--- config.mk ---
export PLATFORM = sky130hd
export DESIGN_NAME = motion_activity_classifier
export DESIGN_NICKNAME = d
export VERILOG_FILES = /design/src/rtl/mac_pkg.sv /design/src/rtl/mac_front.sv /design/src/rtl/mac_fifo.sv /design/src/rtl/mac_back.sv /design/src/rtl/motion_activity_classifier.sv
export VERILOG_INCLUDE_DIRS = /design/src /design/src/rtl
export SDC_FILE = /design/constraint.sdc
export NUM_CORES = 2
export LEC_CHECK = 0
export ABC_AREA = 1
export BUFFER_PORTS_ARGS = -buffer_cell sky130_fd_sc_hd__clkbuf_2
export CELL_PAD_IN_SITES_DETAIL_PLACEMENT = 1
export CELL_PAD_IN_SITES_GLOBAL_PLACEMENT = 1
export CORE_UTILIZATION = 53
export DETAILED_ROUTE_END_ITERATION = 8
export PLACE_DENSITY = 0.88
export SLEW_MARGIN = 5
export SYNTH_ARGS = -nofsm -noshare
export SYNTH_HDL_FRONTEND = slang
export SYNTH_SLANG_ARGS = --single-unit
--- constraint.sdc ---
create_clock -name aclk -period 11 [get_ports aclk]
set_input_delay 1.1 -clock aclk [delete_from_list [all_inputs] [get_ports aclk]]
set_output_delay 1.1 -clock aclk [all_outputs]
set_load 0.05 [all_outputs]
--- src/rtl/assert_macros.svh ---
// Assertion macros shared by the motion activity classifier RTL.
// No dependencies; included by modules that carry checks.
`ifndef ASSERT_MACROS_SVH
`define ASSERT_MACROS_SVH

// Clocked check, disabled while reset is active (active-low reset).
`define MAC_ASSERT(lbl, clk, rstn, prop, msg) \
    lbl: assert property (@(posedge clk) disable iff (!(rstn)) (prop)) else $error(msg);

// Clocked check that also holds during reset.
`define MAC_ASSERT_ALWAYS(lbl, clk, prop, msg) \
    lbl: assert property (@(posedge clk) (prop)) else $error(msg);

`endif

--- src/rtl/mac_pkg.sv ---
// Package for the motion activity classifier: register codes, reset values,
// configuration struct, front state encoding. No dependencies.
package mac_pkg;

    localparam int CFG_W    = 16;
    localparam int APB_AW   = 4;
    localparam int APB_DW   = 32;
    localparam int DUR_W    = 32;
    localparam int INT_W    = 16;
    localparam int OUT_BITS = 3 + 2 * DUR_W + INT_W;
    localparam int OUT_W    = ((OUT_BITS + 7) / 8) * 8;

    localparam logic [1:0] REG_MOVE_THR = 2'd0;
    localparam logic [1:0] REG_GRAZ_THR = 2'd1;
    localparam logic [1:0] REG_GRAVITY  = 2'd2;

    localparam logic [CFG_W-1:0] MOVE_THR_RST = 16'd512;
    localparam logic [CFG_W-1:0] GRAZ_THR_RST = 16'd128;
    localparam logic [CFG_W-1:0] GRAVITY_RST  = 16'd2509;

    typedef struct packed {
        logic [CFG_W-1:0] move_thr;
        logic [CFG_W-1:0] grazing_threshold;
        logic [CFG_W-1:0] gravity_level;
    } cfg_t;

    typedef enum logic [2:0] {
        F_IDLE,
        F_SQUARE,
        F_SUM,
        F_ROOT,
        F_PUSH
    } front_state_t;

endpackage

--- src/rtl/mac_front.sv ---
// Front end: accepts a sample, squares the axes and takes the integer
// square root one bit per cycle. Depends on mac_pkg.
module mac_front
    import mac_pkg::*;
#(
    parameter int SAMPLE_WIDTH = 16,
    parameter int TIME_WIDTH   = 32
) (
    input  logic                                 aclk,
    input  logic                                 aresetn,
    input  logic                                 in_valid,
    output logic                                 in_ready,
    input  logic [SAMPLE_WIDTH-1:0]              accel_x,
    input  logic [SAMPLE_WIDTH-1:0]              accel_y,
    input  logic [SAMPLE_WIDTH-1:0]              accel_z,
    input  logic [TIME_WIDTH-1:0]                sample_time,
    output logic                                 push_valid,
    input  logic                                 push_ready,
    output logic [SAMPLE_WIDTH+TIME_WIDTH-1:0]   push_data
);

    localparam int SW = SAMPLE_WIDTH;
    localparam int RW = 2 * SAMPLE_WIDTH;
    localparam int CW = $clog2(SAMPLE_WIDTH + 1);

    front_state_t state_reg, state_next;

    logic [SW-1:0] ax_reg, ay_reg, az_reg;
    logic [TIME_WIDTH-1:0] time_reg;
    logic [RW-1:0] sqx_reg, sqy_reg, sqz_reg;
    logic [RW-1:0] rad_reg;
    logic [SW+1:0] rem_reg;
    logic [SW-1:0] root_reg;
    logic [CW-1:0] cnt_reg;

    logic [SW+1:0] rem_sh, trial;
    logic          ge;
    logic          last_bit;

    function automatic logic [SW-1:0] abs_val(input logic [SW-1:0] v);
        return v[SW-1] ? (~v + 1'b1) : v;
    endfunction

    assign rem_sh   = {rem_reg[SW-1:0], rad_reg[RW-1 -: 2]};
    assign trial    = {root_reg, 2'b01};
    assign ge       = rem_sh >= trial;
    assign last_bit = cnt_reg == CW'(SW - 1);

    always_ff @(posedge aclk) begin
        if (!aresetn) begin
            state_reg <= F_IDLE;
        end else begin
            state_reg <= state_next;
        end
    end

    always_comb begin
        state_next = state_reg;
        in_ready   = 1'b0;
        push_valid = 1'b0;
        unique case (state_reg)
            F_IDLE: begin
                in_ready = 1'b1;
                if (in_valid) begin
                    state_next = F_SQUARE;
                end
            end
            F_SQUARE: state_next = F_SUM;
            F_SUM:    state_next = F_ROOT;
            F_ROOT: begin
                if (last_bit) begin
                    state_next = F_PUSH;
                end
            end
            F_PUSH: begin
                push_valid = 1'b1;
                if (push_ready) begin
                    state_next = F_IDLE;
                end
            end
            default: state_next = F_IDLE;
        endcase
    end

    always_ff @(posedge aclk) begin
        if (state_reg == F_IDLE && in_valid) begin
            ax_reg   <= abs_val(accel_x);
            ay_reg   <= abs_val(accel_y);
            az_reg   <= abs_val(accel_z);
            time_reg <= sample_time;
        end
        if (state_reg == F_SQUARE) begin
            sqx_reg <= ax_reg * ax_reg;
            sqy_reg <= ay_reg * ay_reg;
            sqz_reg <= az_reg * az_reg;
        end
        if (state_reg == F_SUM) begin
            rad_reg  <= sqx_reg + sqy_reg + sqz_reg;
            rem_reg  <= '0;
            root_reg <= '0;
            cnt_reg  <= '0;
        end
        if (state_reg == F_ROOT) begin
            rad_reg  <= {rad_reg[RW-3:0], 2'b00};
            rem_reg  <= ge ? (rem_sh - trial) : rem_sh;
            root_reg <= {root_reg[SW-2:0], ge};
            cnt_reg  <= cnt_reg + 1'b1;
        end
    end

    assign push_data = {root_reg, time_reg};

endmodule

--- src/rtl/mac_fifo.sv ---
// Two-entry queue between the root front end and the classifier back end.
// Depends on mac_pkg and assert_macros.svh.
`include "assert_macros.svh"
module mac_fifo
    import mac_pkg::*;
#(
    parameter int DW = 48
) (
    input  logic          aclk,
    input  logic          aresetn,
    input  logic          wr_valid,
    output logic          wr_ready,
    input  logic [DW-1:0] wr_data,
    output logic          rd_valid,
    input  logic          rd_ready,
    output logic [DW-1:0] rd_data
);

    logic [DW-1:0] mem [2];
    logic          wr_ptr_reg, rd_ptr_reg;
    logic [1:0]    count_reg;
    logic          do_wr, do_rd;

    assign wr_ready = count_reg != 2'd2;
    assign rd_valid = count_reg != 2'd0;
    assign do_wr    = wr_valid && wr_ready;
    assign do_rd    = rd_valid && rd_ready;
    assign rd_data  = mem[rd_ptr_reg];

    always_ff @(posedge aclk) begin
        if (do_wr) begin
            mem[wr_ptr_reg] <= wr_data;
        end
    end

    always_ff @(posedge aclk) begin
        if (!aresetn) begin
            wr_ptr_reg <= 1'b0;
            rd_ptr_reg <= 1'b0;
            count_reg  <= 2'd0;
        end else begin
            if (do_wr) begin
                wr_ptr_reg <= ~wr_ptr_reg;
            end
            if (do_rd) begin
                rd_ptr_reg <= ~rd_ptr_reg;
            end
            count_reg <= count_reg + {1'b0, do_wr} - {1'b0, do_rd};
        end
    end

    `MAC_ASSERT(a_count_bound, aclk, aresetn, count_reg <= 2'd2, "queue count overflow")
    `MAC_ASSERT(a_ptr_match, aclk, aresetn, (count_reg == 2'd0 || count_reg == 2'd2) |-> (wr_ptr_reg == rd_ptr_reg), "queue pointers disagree with count")

endmodule

--- src/rtl/mac_back.sv ---
// Back end: intensity from magnitude, activity state update, output register.
// Depends on mac_pkg and assert_macros.svh.
`include "assert_macros.svh"
module mac_back
    import mac_pkg::*;
#(
    parameter int SAMPLE_WIDTH = 16,
    parameter int TIME_WIDTH   = 32
) (
    input  logic                                aclk,
    input  logic                                aresetn,
    input  cfg_t                                cfg,
    input  logic                                q_valid,
    output logic                                q_ready,
    input  logic [SAMPLE_WIDTH+TIME_WIDTH-1:0]  q_data,
    output logic                                out_valid,
    input  logic                                out_ready,
    output logic [OUT_W-1:0]                    out_data
);

    localparam int EW = (SAMPLE_WIDTH > INT_W) ? SAMPLE_WIDTH : INT_W;
    localparam int TW = TIME_WIDTH;

    logic [SAMPLE_WIDTH-1:0] mag;
    logic [TW-1:0]           now;
    logic [EW-1:0]           mag_e, grav_e, diff;
    logic [INT_W-1:0]        sat;

    logic             pend_reg;
    logic [INT_W-1:0] int_reg;
    logic [TW-1:0]    now_reg;

    logic          moving_reg, grazing_reg, resting_reg;
    logic [TW-1:0] start_reg, move_kept_reg, rest_kept_reg;
    logic          out_valid_reg;
    logic [OUT_W-1:0] out_data_reg;

    logic          fire2, mov, graz, rest_eff, graz_eff, moving_eff;
    logic [TW-1:0] start_eff, move_next, rest_next;

    assign {mag, now} = q_data;
    assign mag_e  = EW'(mag);
    assign grav_e = EW'(cfg.gravity_level);
    assign diff   = (mag_e >= grav_e) ? (mag_e - grav_e) : (grav_e - mag_e);
    assign sat    = (diff > EW'({INT_W{1'b1}})) ? {INT_W{1'b1}} : diff[INT_W-1:0];

    assign fire2   = pend_reg && (!out_valid_reg || out_ready);
    assign q_ready = !pend_reg || fire2;

    always_ff @(posedge aclk) begin
        if (q_valid && q_ready) begin
            int_reg <= sat;
            now_reg <= now;
        end
    end

    // activity update
    always_comb begin
        mov        = int_reg > cfg.move_thr;
        graz       = int_reg > cfg.grazing_threshold;
        start_eff  = start_reg;
        moving_eff = moving_reg;
        graz_eff   = grazing_reg;
        rest_eff   = resting_reg;
        move_next  = move_kept_reg;
        rest_next  = rest_kept_reg;
        if (mov) begin
            if (!moving_reg) begin
                start_eff = now_reg;
                graz_eff  = 1'b0;
                rest_eff  = 1'b0;
            end
            moving_eff = 1'b1;
            move_next  = now_reg - start_eff;
        end else begin
            if (moving_reg) begin
                graz_eff = graz;
                rest_eff = !graz;
            end
            moving_eff = 1'b0;
            if (rest_eff) begin
                rest_next = now_reg - start_reg;
            end
        end
    end

    always_ff @(posedge aclk) begin
        if (!aresetn) begin
            pend_reg      <= 1'b0;
            out_valid_reg <= 1'b0;
            moving_reg    <= 1'b0;
            grazing_reg   <= 1'b0;
            resting_reg   <= 1'b1;
            start_reg     <= '0;
            move_kept_reg <= '0;
            rest_kept_reg <= '0;
        end else begin
            if (q_valid && q_ready) begin
                pend_reg <= 1'b1;
            end else if (fire2) begin
                pend_reg <= 1'b0;
            end
            if (fire2) begin
                out_valid_reg <= 1'b1;
                moving_reg    <= moving_eff;
                grazing_reg   <= graz_eff;
                resting_reg   <= rest_eff;
                start_reg     <= start_eff;
                move_kept_reg <= move_next;
                rest_kept_reg <= rest_next;
            end else if (out_ready) begin
                out_valid_reg <= 1'b0;
            end
        end
    end

    always_ff @(posedge aclk) begin
        if (fire2) begin
            out_data_reg <= OUT_W'({int_reg, DUR_W'(rest_next), DUR_W'(move_next),
                                    rest_eff, graz_eff, moving_eff});
        end
    end

    assign out_valid = out_valid_reg;
    assign out_data  = out_data_reg;

    `MAC_ASSERT(a_flags_onehot, aclk, aresetn, $onehot({moving_reg, grazing_reg, resting_reg}), "activity flags not one-hot")
    `MAC_ASSERT(a_move_entry_zero, aclk, aresetn, $rose(moving_reg) |-> (move_kept_reg == '0), "movement duration not cleared on entry")

endmodule

--- src/rtl/motion_activity_classifier.sv ---
// The front end takes a new sample only after pushing the last one to the queue; its
// bit-serial square root produces one root bit per cycle.
// Reset (aresetn low, synchronous): registers to defaults, resting state, times zero.
// Depends on mac_pkg, mac_front, mac_fifo, mac_back.
module motion_activity_classifier
    import mac_pkg::*;
#(
    parameter int SAMPLE_WIDTH = 16,
    parameter int TIME_WIDTH   = 32
) (
    input  logic                  aclk,
    input  logic                  aresetn,
    input  logic                  s_tvalid,
    output logic                  s_tready,
    // accel_x, accel_y, accel_z, sample_time, zero pad (low bit up)
    input  logic [((3*SAMPLE_WIDTH+TIME_WIDTH+7)/8)*8-1:0] s_tdata,
    output logic                  m_tvalid,
    input  logic                  m_tready,
    // moving flag, grazing flag, resting flag, move_duration, rest time,
    // intensity, zero pad (low bit up)
    output logic [OUT_W-1:0]      m_tdata,
    input  logic                  psel,
    input  logic                  penable,
    input  logic                  pwrite,
    input  logic [APB_AW-1:0]     paddr,
    input  logic [APB_DW-1:0]     pwdata,
    output logic [APB_DW-1:0]     prdata,
    output logic                  pready
);

    localparam int SW = SAMPLE_WIDTH;
    localparam int TW = TIME_WIDTH;
    localparam int QW = SW + TW;

    cfg_t cfg_reg;

    logic          push_valid, push_ready, pop_valid, pop_ready;
    logic [QW-1:0] push_data, pop_data;

    assign pready = 1'b1;

    always_ff @(posedge aclk) begin
        if (!aresetn) begin
            cfg_reg.move_thr          <= MOVE_THR_RST;
            cfg_reg.grazing_threshold <= GRAZ_THR_RST;
            cfg_reg.gravity_level     <= GRAVITY_RST;
        end else if (psel && penable && pwrite) begin
            unique case (paddr[3:2])
                REG_MOVE_THR: cfg_reg.move_thr          <= pwdata[CFG_W-1:0];
                REG_GRAZ_THR: cfg_reg.grazing_threshold <= pwdata[CFG_W-1:0];
                REG_GRAVITY:  cfg_reg.gravity_level     <= pwdata[CFG_W-1:0];
                default: ;
            endcase
        end
    end

    always_comb begin
        unique case (paddr[3:2])
            REG_MOVE_THR: prdata = APB_DW'(cfg_reg.move_thr);
            REG_GRAZ_THR: prdata = APB_DW'(cfg_reg.grazing_threshold);
            REG_GRAVITY:  prdata = APB_DW'(cfg_reg.gravity_level);
            default:      prdata = '0;
        endcase
    end

    mac_front #(
        .SAMPLE_WIDTH(SW),
        .TIME_WIDTH  (TW)
    ) u_front (
        .aclk       (aclk),
        .aresetn    (aresetn),
        .in_valid   (s_tvalid),
        .in_ready   (s_tready),
        .accel_x    (s_tdata[SW-1:0]),
        .accel_y    (s_tdata[2*SW-1:SW]),
        .accel_z    (s_tdata[3*SW-1:2*SW]),
        .sample_time(s_tdata[3*SW+TW-1:3*SW]),
        .push_valid (push_valid),
        .push_ready (push_ready),
        .push_data  (push_data)
    );

    mac_fifo #(
        .DW(QW)
    ) u_fifo (
        .aclk    (aclk),
        .aresetn (aresetn),
        .wr_valid(push_valid),
        .wr_ready(push_ready),
        .wr_data (push_data),
        .rd_valid(pop_valid),
        .rd_ready(pop_ready),
        .rd_data (pop_data)
    );

    mac_back #(
        .SAMPLE_WIDTH(SW),
        .TIME_WIDTH  (TW)
    ) u_back (
        .aclk     (aclk),
        .aresetn  (aresetn),
        .cfg      (cfg_reg),
        .q_valid  (pop_valid),
        .q_ready  (pop_ready),
        .q_data   (pop_data),
        .out_valid(m_tvalid),
        .out_ready(m_tready),
        .out_data (m_tdata)
    );

endmodule
==> run_results.csv <==
group,metric,value,unit
sta,fmax,156.5,MHz
sta,slew_viol_final,0,
drt,via_count,44673,
sta,hold_violations,0,
drt,drt_iter0_drc,2617,
cts,numCtsBuffers,72,
cts,cts_root_buf,"clkbuf_16",
final_layout,drive_gt1_share,6.554,%
critical_path,cp_data_required_time,11410,ps
floorplan,core,104100,µm²
yosys,synthFlopType,"edfxtp_1",
grt,grt_usage,30.27,%
final_layout,syn_to_final_growth,7.881,%
final_layout,fillCellCount,12393,
floorplan,fp.dieW,326.9,µm
cts,hold_buffers,0,
sta,setup_violations,0,
drt,dr.pass1.iters,5,
sta,finalSetupTns,0,ps
placed_design,place_area,57900,µm²
yosys,synth_seq_cells,626,
sta,setup_ws,4610,ps
drt,drc,0,
yosys,ys_warn_count,0,
grt,antenna_found_initial,1,
yosys,synth_area_leaders,"edfxtp_1 25%, fa_1 19%, ha_1 11%, nand2_1 9.9%, inv_1 9.2%",
final_layout,final_nets,7782,
cts,cts_tree,"built",
drt,wl_per_cell,19.85,µm
placed_design,post-dp-hpwl,125400,µm
yosys,synth.distinct_cells,61,
cts,post_cts.repair.setup_buffers,0,
cts,path_clk_slew,70,ps
floorplan,start_util,53.75,%
grt,grt_use_met1,35.12,%
critical_path,crit_type,"flip-flop to flip-flop",
drt,drt-total-wl,160700,µm
grt,met3_usage,3.264,%
floorplan,die_y,326.9,µm
drt,ant_nets,0,
grt,top_usage_layer,"met2",
cts,worstSkewPairLatency,670,ps
critical_path,worst-path-max-fanout,16,
yosys,synth_top_cell_area_share,25.06,%
yosys,syn_area,55950,µm²
yosys,async_flop_share,0,%
sta,period_share,58.09,%
sta,worstMarginPinSlew,1149,ps
placed_design,dp.cells,7960,
floorplan,ioPinCount,246,
cts,h-tree-depth,3,
floorplan,fp.dieArea,106900,µm²
sta,finClkSkew,38.70,ps
status,outcome,"finished, final reports clean",
yosys,synth_cells,6550,
yosys,syn_avg_cell_area,8.542,µm²
yosys,synth_area_leader_cell,"edfxtp_1",
sta,rsz0062_at_grt,"false",
job,cap_viol_max_count,0,
floorplan,rows,118,
min_path,min_path_type,"flip-flop to flip-flop",
final_layout,largest_reg_flops,96,
cts,cts-resized-gates,0,
yosys,seq_area_frac_synth,30.75,%
critical_path,cp-start-kind,"flip-flop",
grt,grt_first_pass_wirelength,258300,µm
sta,min_period,6390,ps
placed_design,dp_slack,4633,ps
final_layout,finalNonFillerCells,8094,
grt,met2_usage,56.11,%
final_layout,design_area,60360,µm²
placed_design,gp_congestion,0.9222,
grt,grt_max_degree,95,
yosys,synth.most_common_cell,"nand2_1",
cts,clock-sinks,626,
yosys,ys_top_cells_by_count,"1481 x nand2_1, 1369 x inv_1, 521 x fa_1",
yosys,synth_edf_count,467,
placed_design,numPortBuffers,205,
grt,grt_pass1_vias,50062,
cts,clockBufferDepth,3,
grt,grt.overflow.total,0,
drt,via_per_inst,5.519,
critical_path,arrival,6800,ps
critical_path,end_kind,"flip-flop",
sta,maxSlewHeadroom,23.41,%
[cell usage in the layout (no fill, tap or decap), drive strengths merged, types with 33 or more instances in the layout]
master  synthesis  routed
a21oi         396     396
clkbuf        141     294
dfxtp         159     159
edfxtp        467     467
fa            521     521
ha            484     484
inv          1373    1377
mux2           33      33
nand2        1487    1487
nand3         165     165
nand4          34      34
nor2          405     405
nor3           50      50
o21ai         343     343
xnor2          81      81
xor2          154     154
[metal layers]
| metal | vias up | part of all wire (%) |
|---|---|---|
| li1 | 20696 | - |
| met1 | 22246 | 39 |
| met2 | 1282 | 52 |
| met5 | - | 0 |
| met3 | 449 | 4.1 |
| met4 | 0 | 4.5 |
[worst paths after layout]
check                       startpoint                   to  slack, ps  depth (start not counted)
hold / removal    u_front.time_reg[20]    u_fifo.mem[0][20]        420                          0
hold reg to reg   u_front.time_reg[20]    u_fifo.mem[0][20]        420                          0
setup reg to reg     u_front.ax_reg[3]  u_front.sqx_reg[27]       4610                         23
setup / recovery     u_front.ax_reg[3]  u_front.sqx_reg[27]       4610                         23
[metrics by stage]
step	util, %	hold slack, ps
final	57.99	421.7
after global routing	57.99	441.9
after CTS	57.99	424.3
after detailed placement	55.63	434.0
after global placement	55.63	424.5
after floorplan	-	421.5
[worst max-delay path, cell delays in order (launching register included)]
cell      delay [ps]
edfxtp_1         710
nand2_1          250
inv_1            100
fa_1             530
inv_1             60
fa_1             540
inv_1             50
fa_1             510
inv_1             60
fa_1             530
inv_1             50
fa_1             490
inv_1             50
fa_1             480
inv_1             50
ha_1             360
nand2_1          120
nor2_1           170
nand2_1          100
o211ai_1         450
a21o_1           210
nand3_1           90
nand3_1           80
nand2_1           70
[kinds of logic (layout without fill, tap and decap cells)]
kind of cell	count (synthesis)	count (layout)	synth area share [%]
other cells	2	26	0.01342
xor+xnor	235	235	3.679
compound gates	865	865	8.520
simple gates	2194	2194	15.80
flops	626	626	30.75
fa+ha+maj	1005	1005	29.47
mux	33	33	0.6642
buf+inv	1590	1730	11.10
[cell type report]
| type | count | area (µm²) | share of cell area [%] |
|---|---|---|---|
| Multi-Input combinational cell | 4357 | 32650 | 54.10 |
| Clock buffer | 90 | 1963 | 3.252 |
| Inverter | 1375 | 5164 | 8.555 |
| Timing Repair Buffer | 222 | 1154 | 1.911 |
| Clock inverter | 43 | 489.2 | 0.8105 |
| Antenna cell | 1 | 2.502 | 0.004146 |
| Tap cell | 1380 | 1727 | 2.861 |
| Sequential cell | 626 | 17210 | 28.51 |
Power is not shown: default switching activity piles up to over one toggle a cycle in this logic, so the estimate is an artifact.
